<file path="src/hw/rtl/tsr_pkg.sv">
`timescale 1ns / 1ps
`default_nettype none

package tsr_pkg;

    // Register indexes of the configuration channel.
    typedef enum logic [2:0] {
        CFG_FREQUENCY = 3'd0,
        CFG_PERIOD    = 3'd1,
        CFG_DELAY     = 3'd2,
        CFG_STEP      = 3'd3,
        CFG_HORIZON   = 3'd4
    } t_cfg_index;

    typedef enum logic {
        CMD_LOAD  = 1'b0,
        CMD_QUERY = 1'b1
    } t_command;

    typedef enum logic [1:0] {
        ST_OK      = 2'd0,
        ST_EMPTY   = 2'd1,
        ST_DROPPED = 2'd2
    } t_status;

    typedef struct packed {
        logic [25:0] point_rate;
        logic [16:0] planner_period;
        logic [16:0] control_delay;
        logic [16:0] control_step;
        logic [5:0]  horizon_steps;
    } t_cfg;

    // One classified input transaction as it travels through the queue.
    typedef struct packed {
        logic               is_query;
        logic signed [31:0] pos_x;
        logic signed [31:0] pos_y;
        logic signed [31:0] vel_x;
        logic signed [31:0] vel_y;
        logic signed [31:0] acc_x;
        logic signed [31:0] acc_y;
        logic signed [31:0] jerk_x;
        logic signed [31:0] jerk_y;
        logic signed [18:0] heading;
        logic signed [31:0] heading_rate;
        logic               end_of_path;
    } t_item;

    localparam logic [25:0] FREQUENCY_RST = 26'd655360;
    localparam logic [16:0] PERIOD_RST    = 17'd6554;
    localparam logic [16:0] DELAY_RST     = 17'd0;
    localparam logic [16:0] STEP_RST      = 17'd6554;
    localparam logic [5:0]  HORIZON_RST   = 6'd20;

    // Half turn and full turn in Q16.16 radians.
    localparam logic signed [20:0] PI_Q     = 21'sd205887;
    localparam logic signed [20:0] TWO_PI_Q = 21'sd411774;

    // floor(v / 6) == (v * RECIP6) >> RECIP6_SHIFT for every v below 2^19.
    localparam logic [17:0] RECIP6       = 18'd174763;
    localparam int          RECIP6_SHIFT = 20;

endpackage

`default_nettype wire

</file>
<file path="src/hw/rtl/tsr_fifo.sv">
`timescale 1ns / 1ps
`default_nettype none

module tsr_fifo (
    input  wire logic            i_clk,
    input  wire logic            i_rst_n,
    input  wire logic            i_push_valid,
    output logic                 o_push_ready,
    input  wire tsr_pkg::t_item  i_push_item,
    output logic                 o_pop_valid,
    input  wire logic            i_pop,
    output tsr_pkg::t_item       o_pop_item
);

    tsr_pkg::t_item r_mem [2];
    logic           r_wp;
    logic           r_rp;
    logic [1:0]     r_cnt;
    logic           c_push;
    logic           c_pop;

    assign o_push_ready = (r_cnt != 2'd2);
    assign o_pop_valid  = (r_cnt != 2'd0);
    assign o_pop_item   = r_mem[r_rp];
    assign c_push       = i_push_valid && o_push_ready;
    assign c_pop        = i_pop && o_pop_valid;

    always_ff @(posedge i_clk) begin
        if (!i_rst_n) begin
            r_wp  <= 1'b0;
            r_rp  <= 1'b0;
            r_cnt <= 2'd0;
        end else begin
            if (c_push) begin
                r_wp <= !r_wp;
            end
            if (c_pop) begin
                r_rp <= !r_rp;
            end
            if (c_push && !c_pop) begin
                r_cnt <= r_cnt + 2'd1;
            end else if (c_pop && !c_push) begin
                r_cnt <= r_cnt - 2'd1;
            end
        end
    end

    always_ff @(posedge i_clk) begin
        if (c_push) begin
            r_mem[r_wp] <= i_push_item;
        end
    end

endmodule

`default_nettype wire

</file>
<file path="config.mk">
export PLATFORM = sky130hd
export DESIGN_NAME = tsr_fifo
export DESIGN_NICKNAME = d
export VERILOG_FILES = /design/src/hw/rtl/tsr_pkg.sv /design/src/hw/rtl/tsr_fifo.sv
export SDC_FILE = /design/constraint.sdc
export NUM_CORES = 1
export LEC_CHECK = 0
export BUFFER_PORTS_ARGS = -buffer_cell sky130_fd_sc_hd__buf_2
export CAP_MARGIN = 20
export CORE_MARGIN = 2
export CORE_UTILIZATION = 35
export CTS_BUF_LIST = sky130_fd_sc_hd__clkbuf_2 sky130_fd_sc_hd__clkbuf_4 sky130_fd_sc_hd__clkbuf_8
export CTS_CLUSTER_SIZE = 24
export DETAILED_ROUTE_END_ITERATION = 12
export GPL_ROUTABILITY_DRIVEN = 1
export SYNTH_ARGS = -nofsm -noshare
export SYNTH_HDL_FRONTEND = slang
export SYNTH_SLANG_ARGS = --single-unit
</file>
<file path="constraint.sdc">
create_clock -name i_clk -period 8.9 [get_ports i_clk]
set_input_delay 1.335 -clock i_clk [delete_from_list [all_inputs] [get_ports i_clk]]
set_output_delay 1.335 -clock i_clk [all_outputs]
set_load 0.02 [all_outputs]
</file>
### Word level (Yosys, flattened, before mapping)

Memories as Yosys holds them, arrays and structs flattened. A register that Yosys moved wholly into a read port is not among the register bits.
Index checks and enable logic that the tools add are counted.

| storage, ports and cells | value |
|---|---|
| flip-flop bits (word level) | 4 |
| latch bits | 0 |
| bits in writable memories | 618 |
| bits in read-only memories | 0 |
| input port bits | 313 |
| output and inout port bits | 311 |
| word-level logic and storage cells | 23 |
| memories kept | 1 |

| operators by class | value |
|---|---|
| add/subtract/negate cells | 2 |
| multipliers | 0 |
| div/mod/pow operators | 0 |
| order comparisons | 0 |
| equality and inequality tests | 1 |
| shifts and indexed selects | 0 |
| multiplexer cells | 6 |
| bitwise gates (word level) | 0 |
| reductions and logical operators | 10 |

Memories:

| name | words | bits a word | read ports | clocked after memory_dff | wr ports | RTL line | source |
|---|---|---|---|---|---|---|---|
| r_mem | 2 | 309 | 1 | 1 | 1 | tsr_fifo.sv:15 | `tsr_pkg::t_item r_mem [2];` |

Operators by type and width:

| kind | number |
|---|---|
| $logic_and 1x1->1 | 4 |
| $logic_not 1->1 | 4 |
| $mux 1 | 4 |
| $mux 2 | 2 |
| $reduce_bool 2->1 | 2 |
| $add 2x1->2 const B | 1 |
| $ne 2x2->1 const B | 1 |
| $sub 2x1->2 const B | 1 |

### Depth between registers and ports, before layout

| logic depth | value |
|---|---|
| depth after elaboration | 6 |
| depth in mapped cells | 6 |
| mapped depth without buffers | 6 |

### Worst setup path after synthesis

OpenSTA, ideal clock, no wires.

| timing path | value |
|---|---|
| kind | input to register |
| start point | in i_push_valid |
| end point | mem r_mem[1][0] (netlist bit) (enable) |
| library setup time | 0.713 ns |
| data arrival time | 8.410 ns |
| required time | 8.187 ns |
| setup slack | -0.223 ns |
| stages | 1 |
| path buffers | 0 |
| path through | and3_1 |

| between the ends | value |
|---|---|
| cells in the longest elaborated chain, start to end | 3 |

RTL lines:

| item | RTL line | source |
|---|---|---|
| start: declaration | tsr_fifo.sv:7 | `input wire logic i_push_valid,` |
| $logic_and 1x1->1 | tsr_fifo.sv:25 | `assign c_push = i_push_valid && o_push_ready;` |
| $mux 1 | tsr_fifo.sv:49 | `if (c_push) begin` |
| $mux 1 (not written as such) | tsr_fifo.sv:50 | `r_mem[r_wp] <= i_push_item;` |
| end: declaration | tsr_fifo.sv:15 |  |

Every way passes these cells.

==> insert_results.sql <==
INSERT INTO impl_metrics (metric_group, metric, value, unit) VALUES
('floorplan', 'die_wd', '259.7', 'um'),
('routing', 'met3_wirelength', '4.679', 'mm'),
('sta', 'timing.final.setup_violations', '0', ''),
('sta', 'final_critical_delay_including_setup_and_external_delays', '4.100', 'ns'),
('worst_setup_path', 'worstSetupEndpointType', 'output pin', ''),
('global_routing', 'grt_start_max_net_pins', '147', ''),
('global_routing', 'antenna_found_initial', '18', ''),
('worst_setup_path', 'critical_path.max_stage_delay', '0.61', 'ns'),
('power_and_ir_drop', 'clkPwrFrac', '27.7', '%'),
('sta', 'tns', '0', 'ns'),
('worst_hold_path', 'min_to', 'r_wp', ''),
('routing', 'drt_drc_violations_left', '0', ''),
('place', 'dpl_cells', '2436', ''),
('synth', 'ys_warn_count', '0', ''),
('synth', 'mappedNetlistNets', '1299', ''),
('final_layout', 'most-common-layout-cells', '623 x buf_2, 618 x edfxtp_1, 209 x mux2_2', ''),
('final_layout', 'final_layout_size_suffix_gt1_share', '62.56', '%'),
('sta', 'report.final.slew_viol_count', '0', ''),
('run_status', 'status', 'finished clean', ''),
('place', 'numPortBuffers', '623', ''),
('final_layout', 'ff_latch_area', '18660', 'um2'),
('power_and_ir_drop', 'internal-power', '0.005873', 'W'),
('clock_network', 'cts_root_buffer', 'clkbuf_8', ''),
('synth', 'ys_seq_area_share', '81.51', '%'),
('synth', 'netlist_area', '22890', 'um2'),
('place', 'hpwlAfterDp', '33.86', 'mm'),
('worst_setup_path', 'worst-path-buf-inv', '2', ''),
('final_layout', 'synthToLayoutAreaGrowth', '26.30', '%'),
('synth', 'netlist_instances', '985', ''),
('final_layout', 'mostFrequentLayoutCell', 'buf_2', ''),
('routing', 'firstDrtPassIters', '5', ''),
('run', 'drv.max_cap_violation_count', '0', ''),
('synth', 'synth_largest_area_cell', 'edfxtp_1', ''),
('clock_network', 'ctsLongestPathBuffers', '3', ''),
('power_and_ir_drop', 'total_switching_power', '0.002584', 'W'),
('place', 'place_congestion', '0.7655', ''),
('routing', 'dr_wl_met2', '26.41', 'mm'),
('worst_hold_path', 'hold_path.startpoint', 'r_wp', ''),
('clock_network', 'cts-buffers-inserted', '103', ''),
('power_and_ir_drop', 'highest_ir_drop_seen_on_vdd', '0.0002269', 'V'),
('routing', 'top_signal_layer_used', 'met5', ''),
('worst_setup_path', 'slowest_stage', 'dfxtp_4', ''),
('worst_setup_path', 'path_max_fanout', '137', ''),
('worst_setup_path', 'timing.critical_path.cells', 'buf_12, mux2_2, buf_2', ''),
('worst_setup_path', 'regToRegEndpoint', 'r_mem[1][157]', ''),
('final_layout', 'instances_no_fill', '2627', ''),
('sta', 'finalCritPeriodShare', '46.07', '%'),
('floorplan', 'floorplan.die.height', '259.7', 'um'),
('clock_network', 'insertion_delay', '0.67', 'ns'),
('sta', 'max_slew_margin', '25.33', '%'),
('clock_network', 'numClockSinks', '623', ''),
('floorplan', 'number_of_top_level_pins', '624', ''),
('worst_hold_path', 'hold_depth', '2', ''),
('clock_network', 'postCtsSetupRepairBufs', '0', ''),
('synth', 'netlist-cell-type-count', '21', ''),
('sta', 'rsz0062_at_grt', 'false', ''),
('final_layout', 'multiInputGateArea', '3991', 'um2'),
('synth', 'avgSynthCellArea', '23.24', 'um2'),
('routing', 'detail_route.wl_per_cell', '19.46', 'um'),
('routing', 'drt-total-wl', '51.13', 'mm'),
('sta', 'fin_skew', '0.02269', 'ns'),
('global_routing', 'grt_first_pass_wirelength', '73.22', 'mm'),
('global_routing', 'grt_remaining_overflow', '0', ''),
('floorplan', 'die_area', '67460', 'um2'),
('power_and_ir_drop', 'p_per_area', '292.5', 'nW/um2'),
('worst_setup_path', 'cp.arrival', '2.77', 'ns'),
('clock_network', 'clkSlewWorstSetupHoldPaths', '0.05', 'ns'),
('floorplan', 'std_cell_rows', '93', ''),
('clock_network', 'cts_tree', 'done', ''),
('power_and_ir_drop', 'switching_share', '30.55', '%'),
('worst_setup_path', 'r2r.worst_path.cells', '4', '');
cells by family after synthesis:
group / count (synthesis) / share of synthesized area [%]
AND/OR/NAND/NOR: 9 / 0.2515
AO/OA/AOI/OAI: 5 / 0.1531
flip-flops: 623 / 81.51
buffers and inverters: 35 / 1.071
adder cells (fa/ha/maj): 1 / 0.05465
XOR/XNOR: 3 / 0.1148
multiplexers: 309 / 16.84
registers in the layout (all words and copies together) (netlist names), named ones only:
signal  flops
r_rp        1
r_mem     618
r_cnt       2
r_wp        1
worst register-to-register path: stages (launching register included):
cell and delay (ns):
dfxtp_1 0.41, nand2b_1 0.24, and3_4 0.88, buf_4 0.60
buf_12 0.59
how the worst max path moves through the flow:
| stage | startpoint | to | slack [ns] | depth (start not counted) |
|---|---|---|---|---|
| floorplan | i_push_valid | r_mem[0][0] | 0.85 | 2 |
| global placement | i_push_valid | r_mem[1][215] | 4.78 | 4 |
| detailed placement | i_push_valid | r_mem[1][215] | 4.76 | 4 |
| CTS | flip-flop | o_pop_item[9] | 4.75 | 3 |
| global route | flip-flop | o_pop_item[9] | 4.65 | 3 |
| finish | flip-flop | o_pop_item[9] | 4.80 | 3 |
power by group through the flow:
| stage | logic (W) | registers (W) | clock network (W) |
|---|---|---|---|
| after floorplan | 0.00164 | 0.00388 | 0 |
| final | 0.00235 | 0.00377 | 0.00234 |
| after CTS | 0.00239 | 0.00377 | 0.00243 |
| after global placement | 0.00237 | 0.00381 | 0 |
| after detailed placement | 0.00238 | 0.00383 | 0 |
| after global routing | 0.00249 | 0.00380 | 0.00256 |
cell usage after synthesis:
cell      number
edfxtp_1     618
mux2_2       209
mux2_4       100
buf_2         22
buf_6         11
dfxtp_1        5
and2_1         4
o21ai_0        2
xnor2_1        2
a21bo_2        1
a21boi_0       1
a21boi_1       1
and3_1         1
buf_4          1
ha_1           1
inv_1          1
nand2b_1       1
nand3b_1       1
or2_2          1
or3_1          1
xor2_1         1
routing by layer:
metal / GRT usage, % / vias up
met5: 0 / -
li1: - / 5384
met1: 15.53 / 5886
met4: 5.891 / 16
met2: 24.99 / 450
met3: 5.789 / 111
area by class of cell:
type	count	area share (%)
Inverter	1	0.03895
Multi-Input combinational cell	327	13.81
Tap cell	855	3.700
Clock buffer	144	6.011
Timing Repair Buffer	630	11.14
Sequential cell	623	64.55
Clock inverter	38	0.6751
Antenna cell	9	0.07790
stage by stage:
stage / utilization [%] / hold slack [ns] / worst slack [ns] / cell area (um2)
final: 44.77 / 0.5856 / 4.800 / 28910
after global routing: 44.77 / 0.6087 / 4.651 / 28910
after CTS: 44.73 / 0.5875 / 4.752 / 28890
after detailed placement: 41.74 / 0.5697 / 4.761 / 26950
after global placement: 41.74 / 0.4997 / 4.783 / 26950
after floorplan: - / 0.4826 / 0.8529 / 22890
Note: power is estimated with default switching activity, not from simulation.
