[src/hw/rtl/tsr_pkg.sv]
`timescale 1ns / 1ps
`default_nettype none

package tsr_pkg;

    // Register indexes of the configuration channel.
    typedef enum logic [2:0] {
        CFG_FREQUENCY = 3'd0,
        CFG_PERIOD    = 3'd1,
        CFG_DELAY     = 3'd2,
        CFG_STEP      = 3'd3,
        CFG_HORIZON   = 3'd4
    } t_cfg_index;

    typedef enum logic {
        CMD_LOAD  = 1'b0,
        CMD_QUERY = 1'b1
    } t_command;

    typedef enum logic [1:0] {
        ST_OK      = 2'd0,
        ST_EMPTY   = 2'd1,
        ST_DROPPED = 2'd2
    } t_status;

    typedef struct packed {
        logic [25:0] point_rate;
        logic [16:0] planner_period;
        logic [16:0] control_delay;
        logic [16:0] control_step;
        logic [5:0]  horizon_steps;
    } t_cfg;

    // One classified input transaction as it travels through the queue.
    typedef struct packed {
        logic               is_query;
        logic signed [31:0] pos_x;
        logic signed [31:0] pos_y;
        logic signed [31:0] vel_x;
        logic signed [31:0] vel_y;
        logic signed [31:0] acc_x;
        logic signed [31:0] acc_y;
        logic signed [31:0] jerk_x;
        logic signed [31:0] jerk_y;
        logic signed [18:0] heading;
        logic signed [31:0] heading_rate;
        logic               end_of_path;
    } t_item;

    localparam logic [25:0] FREQUENCY_RST = 26'd655360;
    localparam logic [16:0] PERIOD_RST    = 17'd6554;
    localparam logic [16:0] DELAY_RST     = 17'd0;
    localparam logic [16:0] STEP_RST      = 17'd6554;
    localparam logic [5:0]  HORIZON_RST   = 6'd20;

    // Half turn and full turn in Q16.16 radians.
    localparam logic signed [20:0] PI_Q     = 21'sd205887;
    localparam logic signed [20:0] TWO_PI_Q = 21'sd411774;

    // floor(v / 6) == (v * RECIP6) >> RECIP6_SHIFT for every v below 2^19.
    localparam logic [17:0] RECIP6       = 18'd174763;
    localparam int          RECIP6_SHIFT = 20;

endpackage

`default_nettype wire

[src/hw/rtl/tsr_if.sv]
`timescale 1ns / 1ps
`default_nettype none

interface tsr_in_if;
    logic               valid;
    logic               ready;
    logic               command;
    logic signed [31:0] pos_x;
    logic signed [31:0] pos_y;
    logic signed [31:0] vel_x;
    logic signed [31:0] vel_y;
    logic signed [31:0] acc_x;
    logic signed [31:0] acc_y;
    logic signed [31:0] jerk_x;
    logic signed [31:0] jerk_y;
    logic signed [18:0] heading;
    logic signed [31:0] heading_rate;
    logic               end_of_path;

    modport source (
        output valid, command, pos_x, pos_y, vel_x, vel_y, acc_x, acc_y,
               jerk_x, jerk_y, heading, heading_rate, end_of_path,
        input  ready
    );
    modport sink (
        input  valid, command, pos_x, pos_y, vel_x, vel_y, acc_x, acc_y,
               jerk_x, jerk_y, heading, heading_rate, end_of_path,
        output ready
    );
endinterface


`default_nettype wire

[src/hw/rtl/tsr_front.sv]
`timescale 1ns / 1ps
`default_nettype none

module tsr_front (
    input  wire logic          i_clk,
    input  wire logic          i_rst_n,
    tsr_in_if.sink             i_item,
    output logic               o_valid,
    input  wire logic          i_ready,
    output tsr_pkg::t_item     o_item
);

    logic           r_valid;
    tsr_pkg::t_item r_item;

    assign i_item.ready = !r_valid || i_ready;
    assign o_valid      = r_valid;
    assign o_item       = r_item;

    always_ff @(posedge i_clk) begin
        if (!i_rst_n) begin
            r_valid <= 1'b0;
        end else if (i_item.ready) begin
            r_valid <= i_item.valid;
        end
    end

    // Classify the transaction as it is captured.
    always_ff @(posedge i_clk) begin
        if (i_item.valid && i_item.ready) begin
            r_item.is_query     <= (tsr_pkg::t_command'(i_item.command) == tsr_pkg::CMD_QUERY);
            r_item.pos_x        <= i_item.pos_x;
            r_item.pos_y        <= i_item.pos_y;
            r_item.vel_x        <= i_item.vel_x;
            r_item.vel_y        <= i_item.vel_y;
            r_item.acc_x        <= i_item.acc_x;
            r_item.acc_y        <= i_item.acc_y;
            r_item.jerk_x       <= i_item.jerk_x;
            r_item.jerk_y       <= i_item.jerk_y;
            r_item.heading      <= i_item.heading;
            r_item.heading_rate <= i_item.heading_rate;
            r_item.end_of_path  <= i_item.end_of_path;
        end
    end

endmodule

`default_nettype wire

[src/flat_wrapper.sv]
// flat-port wrapper written by rule: the top's interface ports become plain ports
module tsr_front_flat 
  (i_clk, i_rst_n, o_valid, i_ready, o_item, i_item_valid, i_item_command, i_item_pos_x, i_item_pos_y, i_item_vel_x, i_item_vel_y, i_item_acc_x, i_item_acc_y, i_item_jerk_x, i_item_jerk_y, i_item_heading, i_item_heading_rate, i_item_end_of_path, i_item_ready);
  tsr_in_if i_item_i ();
  input  wire logic i_clk;
  input  wire logic i_rst_n;
  output logic o_valid;
  input  wire logic i_ready;
  output tsr_pkg::t_item o_item;
  input wire logic [$bits(i_item_i.valid)-1:0] i_item_valid;
  input wire logic [$bits(i_item_i.command)-1:0] i_item_command;
  input wire logic [$bits(i_item_i.pos_x)-1:0] i_item_pos_x;
  input wire logic [$bits(i_item_i.pos_y)-1:0] i_item_pos_y;
  input wire logic [$bits(i_item_i.vel_x)-1:0] i_item_vel_x;
  input wire logic [$bits(i_item_i.vel_y)-1:0] i_item_vel_y;
  input wire logic [$bits(i_item_i.acc_x)-1:0] i_item_acc_x;
  input wire logic [$bits(i_item_i.acc_y)-1:0] i_item_acc_y;
  input wire logic [$bits(i_item_i.jerk_x)-1:0] i_item_jerk_x;
  input wire logic [$bits(i_item_i.jerk_y)-1:0] i_item_jerk_y;
  input wire logic [$bits(i_item_i.heading)-1:0] i_item_heading;
  input wire logic [$bits(i_item_i.heading_rate)-1:0] i_item_heading_rate;
  input wire logic [$bits(i_item_i.end_of_path)-1:0] i_item_end_of_path;
  output wire logic [$bits(i_item_i.ready)-1:0] i_item_ready;
  assign i_item_i.valid = i_item_valid;
  assign i_item_i.command = i_item_command;
  assign i_item_i.pos_x = i_item_pos_x;
  assign i_item_i.pos_y = i_item_pos_y;
  assign i_item_i.vel_x = i_item_vel_x;
  assign i_item_i.vel_y = i_item_vel_y;
  assign i_item_i.acc_x = i_item_acc_x;
  assign i_item_i.acc_y = i_item_acc_y;
  assign i_item_i.jerk_x = i_item_jerk_x;
  assign i_item_i.jerk_y = i_item_jerk_y;
  assign i_item_i.heading = i_item_heading;
  assign i_item_i.heading_rate = i_item_heading_rate;
  assign i_item_i.end_of_path = i_item_end_of_path;
  assign i_item_ready = i_item_i.ready;
  tsr_front u_core (.i_clk(i_clk), .i_rst_n(i_rst_n), .i_item(i_item_i), .o_valid(o_valid), .i_ready(i_ready), .o_item(o_item));
endmodule
[config.mk]
export PLATFORM = sky130hd
export DESIGN_NAME = tsr_front_flat
export DESIGN_NICKNAME = d
export VERILOG_FILES = /design/src/hw/rtl/tsr_pkg.sv /design/src/hw/rtl/tsr_if.sv /design/src/hw/rtl/tsr_front.sv /design/src/flat_wrapper.sv
export SDC_FILE = /design/constraint.sdc
export NUM_CORES = 1
export LEC_CHECK = 0
export CAP_MARGIN = 30
export CELL_PAD_IN_SITES_DETAIL_PLACEMENT = 0
export CELL_PAD_IN_SITES_GLOBAL_PLACEMENT = 1
export CORE_AREA = 2 2 244 246
export DETAILED_ROUTE_END_ITERATION = 10
export DIE_AREA = 0 0 246 248
export DONT_BUFFER_PORTS = 1
export PLACE_DENSITY = 0.39
export SYNTH_ARGS = -nofsm -noshare
export SYNTH_HDL_FRONTEND = slang
export SYNTH_SLANG_ARGS = --single-unit
[constraint.sdc]
create_clock -name i_clk -period 3.76 [get_ports i_clk]
set_input_delay 0.94 -clock i_clk [delete_from_list [all_inputs] [get_ports i_clk]]
set_output_delay 0.94 -clock i_clk [all_outputs]
set_load 0.05 [all_outputs]
### After elaboration in Yosys (flattened, before gate mapping)

Cells that the tools add are included.

* bits of input ports: 313
* output and inout port bits: 311
* flip-flop bits (word level): 310
* word-level logic and storage cells: 16

* reduce and logical (&&, ||, !) cells: 3

Operators by type and width (number)
* $logic_and A1 B1 Y1: 1
* $logic_not A1 Y1: 1
* $logic_or A1 B1 Y1: 1

### Longest topological paths before layout

* word-level depth: 3
* mapped depth: 2
* gate-level depth less buffers: 2

### Least setup slack after synthesis

No wires, ideal clock.

* path kind: input port to flip-flop
* start point: in i_ready
* end point: reg u_core.r_item, in the netlist u_core.o_item[0] (enable)
* arrival: 3.342 ns
* setup slack: -0.041 ns
* stages: 2
* setup time: 0.459 ns
* required time: 3.301 ns
* path buffers: 0
* cells stage by stage: nand2b_4 and2_4

* longest elaborated chain between the ends: 2

RTL lines
* start: declaration: line flat_wrapper.sv:8 `input wire logic i_ready;`
* $logic_or A1 B1 Y1: line tsr_front.sv:16 `assign i_item.ready = !r_valid || i_ready;`
* $logic_and A1 B1 Y1: line tsr_front.sv:30 `if (i_item.valid && i_item.ready) begin`
* end: declaration: line tsr_front.sv:14 `tsr_pkg::t_item r_item;`

No other way between the ends.
A chain may end at the register's enable or synchronous reset.

### Worst setup path after layout

* start point: reg u_core.r_valid, in the netlist u_core.o_valid
* end point: out i_item_ready

* longest elaborated chain between the ends: 2

RTL lines
* start: declaration: line tsr_front.sv:13 `logic r_valid;`
* start signal: assignment: line tsr_front.sv:24 `r_valid <= i_item.valid;`
* $logic_not A1 Y1: line tsr_front.sv:16
* $logic_or A1 B1 Y1: line tsr_front.sv:16
* end: declaration: line flat_wrapper.sv:23 `output wire logic [$bits(i_item_i.ready)-1:0] i_item_ready;`

No other way between the ends.

==> qor.yml <==
route:
  antenna_left: 0
  met2_length_mm: 13.58
  wl_met1_mm: 7.845
  wl_met3_mm: 2.861
  routed_wl_mm: 25.06
  top_layer: "met4"
  drc: 0
  vias: 3456
  wl_per_cell_um: 21.59
  firstDrtPassIters: 4
  drt_iter0_markers: 188
  vias_per_cell: 2.977
yosys:
  yosys_warnings: 0
  synth.distinct_cells: 6
  ys_seq_elements: 310
  syn_area_per_cell_um2: 29.73
  synth_edf_count: 309
  synthesis.nets: 627
  synthCells: 314
  synthTopCellsByArea: "edfxtp_1, dfxtp_1, nand2b_4"
  synth_area_um2: 9336
  synth_top_cell_by_area: "edfxtp_1"
  ys.flop_type: "edfxtp_1"
  async_reset_ff_share_pct: 0
  yosysMostFrequentCell: "edfxtp_1"
  yosysTopAreaCellShare_pct: 99.38
  seq_area_frac_synth_pct: 99.60
placement:
  port-buffer-count: 0
  dp_hpwl_mm: 19.21
  place_area_um2: 10460
  dp_slack_ps: 1158
  dp.cells: 1098
  place_congestion: 0.7559
layout:
  finalNonFillerCells: 1161
  finalNetCount: 675
  utilization_pct: 19.86
  syn_to_final_growth_pct: 24.36
  final_cell_area_um2: 11610
  drive_gt1_share_pct: 17.31
worst_setup_path:
  crit_chain: "nand2b_4"
  cp_slowest_cell: "dfxtp_1"
  worstPathArrival_ps: 1440
  crit_fanout: 3
  crit_required_ps: 2820
  crit_family: "flip-flops"
  crit_path_end_kind: "output port"
  max_stage_delay_ps: 680
  critical_path_class: "flop to output port"
  critPathLaunchType: "flop"
  cp_num_buf_inv: 0
clocking:
  clockBufferDepth: 3
  cts-htree-levels: 2
  cts.clk_slew.worst_paths_ps: 60
  clk_latency_ps: 520
  post_cts.resized_instances: 0
  holdBufCountCts: 0
  cts_setup_buffers: 0
  cts_tree: "done"
  clock_sinks: 310
  clockRootBuffer: "clkbuf_16"
  cts_made_buffers: 35
timing:
  tightest_slew_ps: 610.2
  setup_viol: 0
  period_needed_ps: 2384
  fin_crit_sh_pct: 63.40
  fmaxAchievable_ghz: 0.4195
  hold_violations: 0
  slew_headroom_pct: 59.32
  rsz0062_at_grt: "false"
  setup_slack_ps: 1376
  slew_violations: 0
  fin_skew_ps: 10.98
floorplan:
  initial_core_util_pct: 15.97
  io_pins: 624
  die-area_um2: 61010
  die_w_um: 246
  coreArea_um2: 58460
  rows: 89
  die_y_um: 248
global_route:
  grt_max_degree: 67
  grt_pass1_wl_mm: 30.82
  antenna_found_initial: 9
  grt-ovfl-total: 0
  track_usage_pct: 7.423
  grt_pass1_vias: 3724
power:
  finalPower_mw: 8.317
  powerDensity_nw_per_um2: 716.3
  peakVddDrop_mv: 0.2809
  p_leak_nw: 3.658
flow_run:
  cap_violations: 0
status:
  status: "finished clean"
hold_path:
  min_path_type: "primary input to flop"
## cell usage in the layout (no fill, tap or decap)
cell and instances:
and2_4 1, nand2b_4 1, clkinv_2 5, clkbuf_16 37, clkinv_1 6, buf_12 6, buf_4 5, edfxtp_1 309
dfxtp_1 1, inv_1 1, clkinv_4 2, a21boi_2 1, clkinvlp_4 2, clkbuf_1 3, inv_6 3, clkbuf_8 1
diode_2 1, bufinv_16 3
## cell type report
class | count | area, um^2
fillers | 6081 | 46850
flip-flops and latches | 310 | 9299
well taps | 773 | 967.2
clock buffers | 41 | 950.9
clock inverters | 21 | 196.4
repair buffers | 11 | 157.7
multi-input cells | 3 | 33.78
inverters | 1 | 3.754
diodes | 1 | 2.502
## where the power goes
part	leakage, nW	internal, mW	switching (mW)	total (mW)
sequential	3.00	4.07	0.775	4.84
combinational	0.100	0.0231	0.0882	0.111
clock	0.560	2.02	1.34	3.36
## stage by stage
stage	TNS, ps	hold WS (ps)
after floorplan	-12600	863.0
after global placement	0	898.4
after detailed placement	0	900.4
after CTS	0	447.1
after global routing	0	454.5
final	0	504.1
## cells by family after synthesis
kind of cell | share of synthesized area (%)
buffers and inverters | 0.04017
AO/OA/AOI/OAI | 0.1206
AND/OR/NAND/NOR | 0.2412
flip-flops | 99.60
## state kept, by name, indices dropped and copies added, names as in the netlist
name,count
u_core.o_item,309
u_core.o_valid,1
## metal layers
| metal | track usage, % | vias to the layer above |
|---|---|---|
| met2 | 13.36 | 359 |
| met5 | 0 | - |
| met4 | 3.351 | 0 |
| li1 | - | 1383 |
| met3 | 3.893 | 54 |
| met1 | 6.942 | 1660 |
## worst paths after layout
path	startpoint	cells after the start	slack [ps]	end
max	u_core.o_valid$_SDFFE_PN0P_	1	1380	i_item_ready
min	i_item_pos_y[28]	0	500	u_core.o_item[272]$_DFFE_PP_
max reg2reg	u_core.o_valid$_SDFFE_PN0P_	3	1620	u_core.o_item[214]$_DFFE_PP_
min reg2reg	u_core.o_valid$_SDFFE_PN0P_	2	900	u_core.o_valid$_SDFFE_PN0P_
Power figures use the tool's default switching activity.
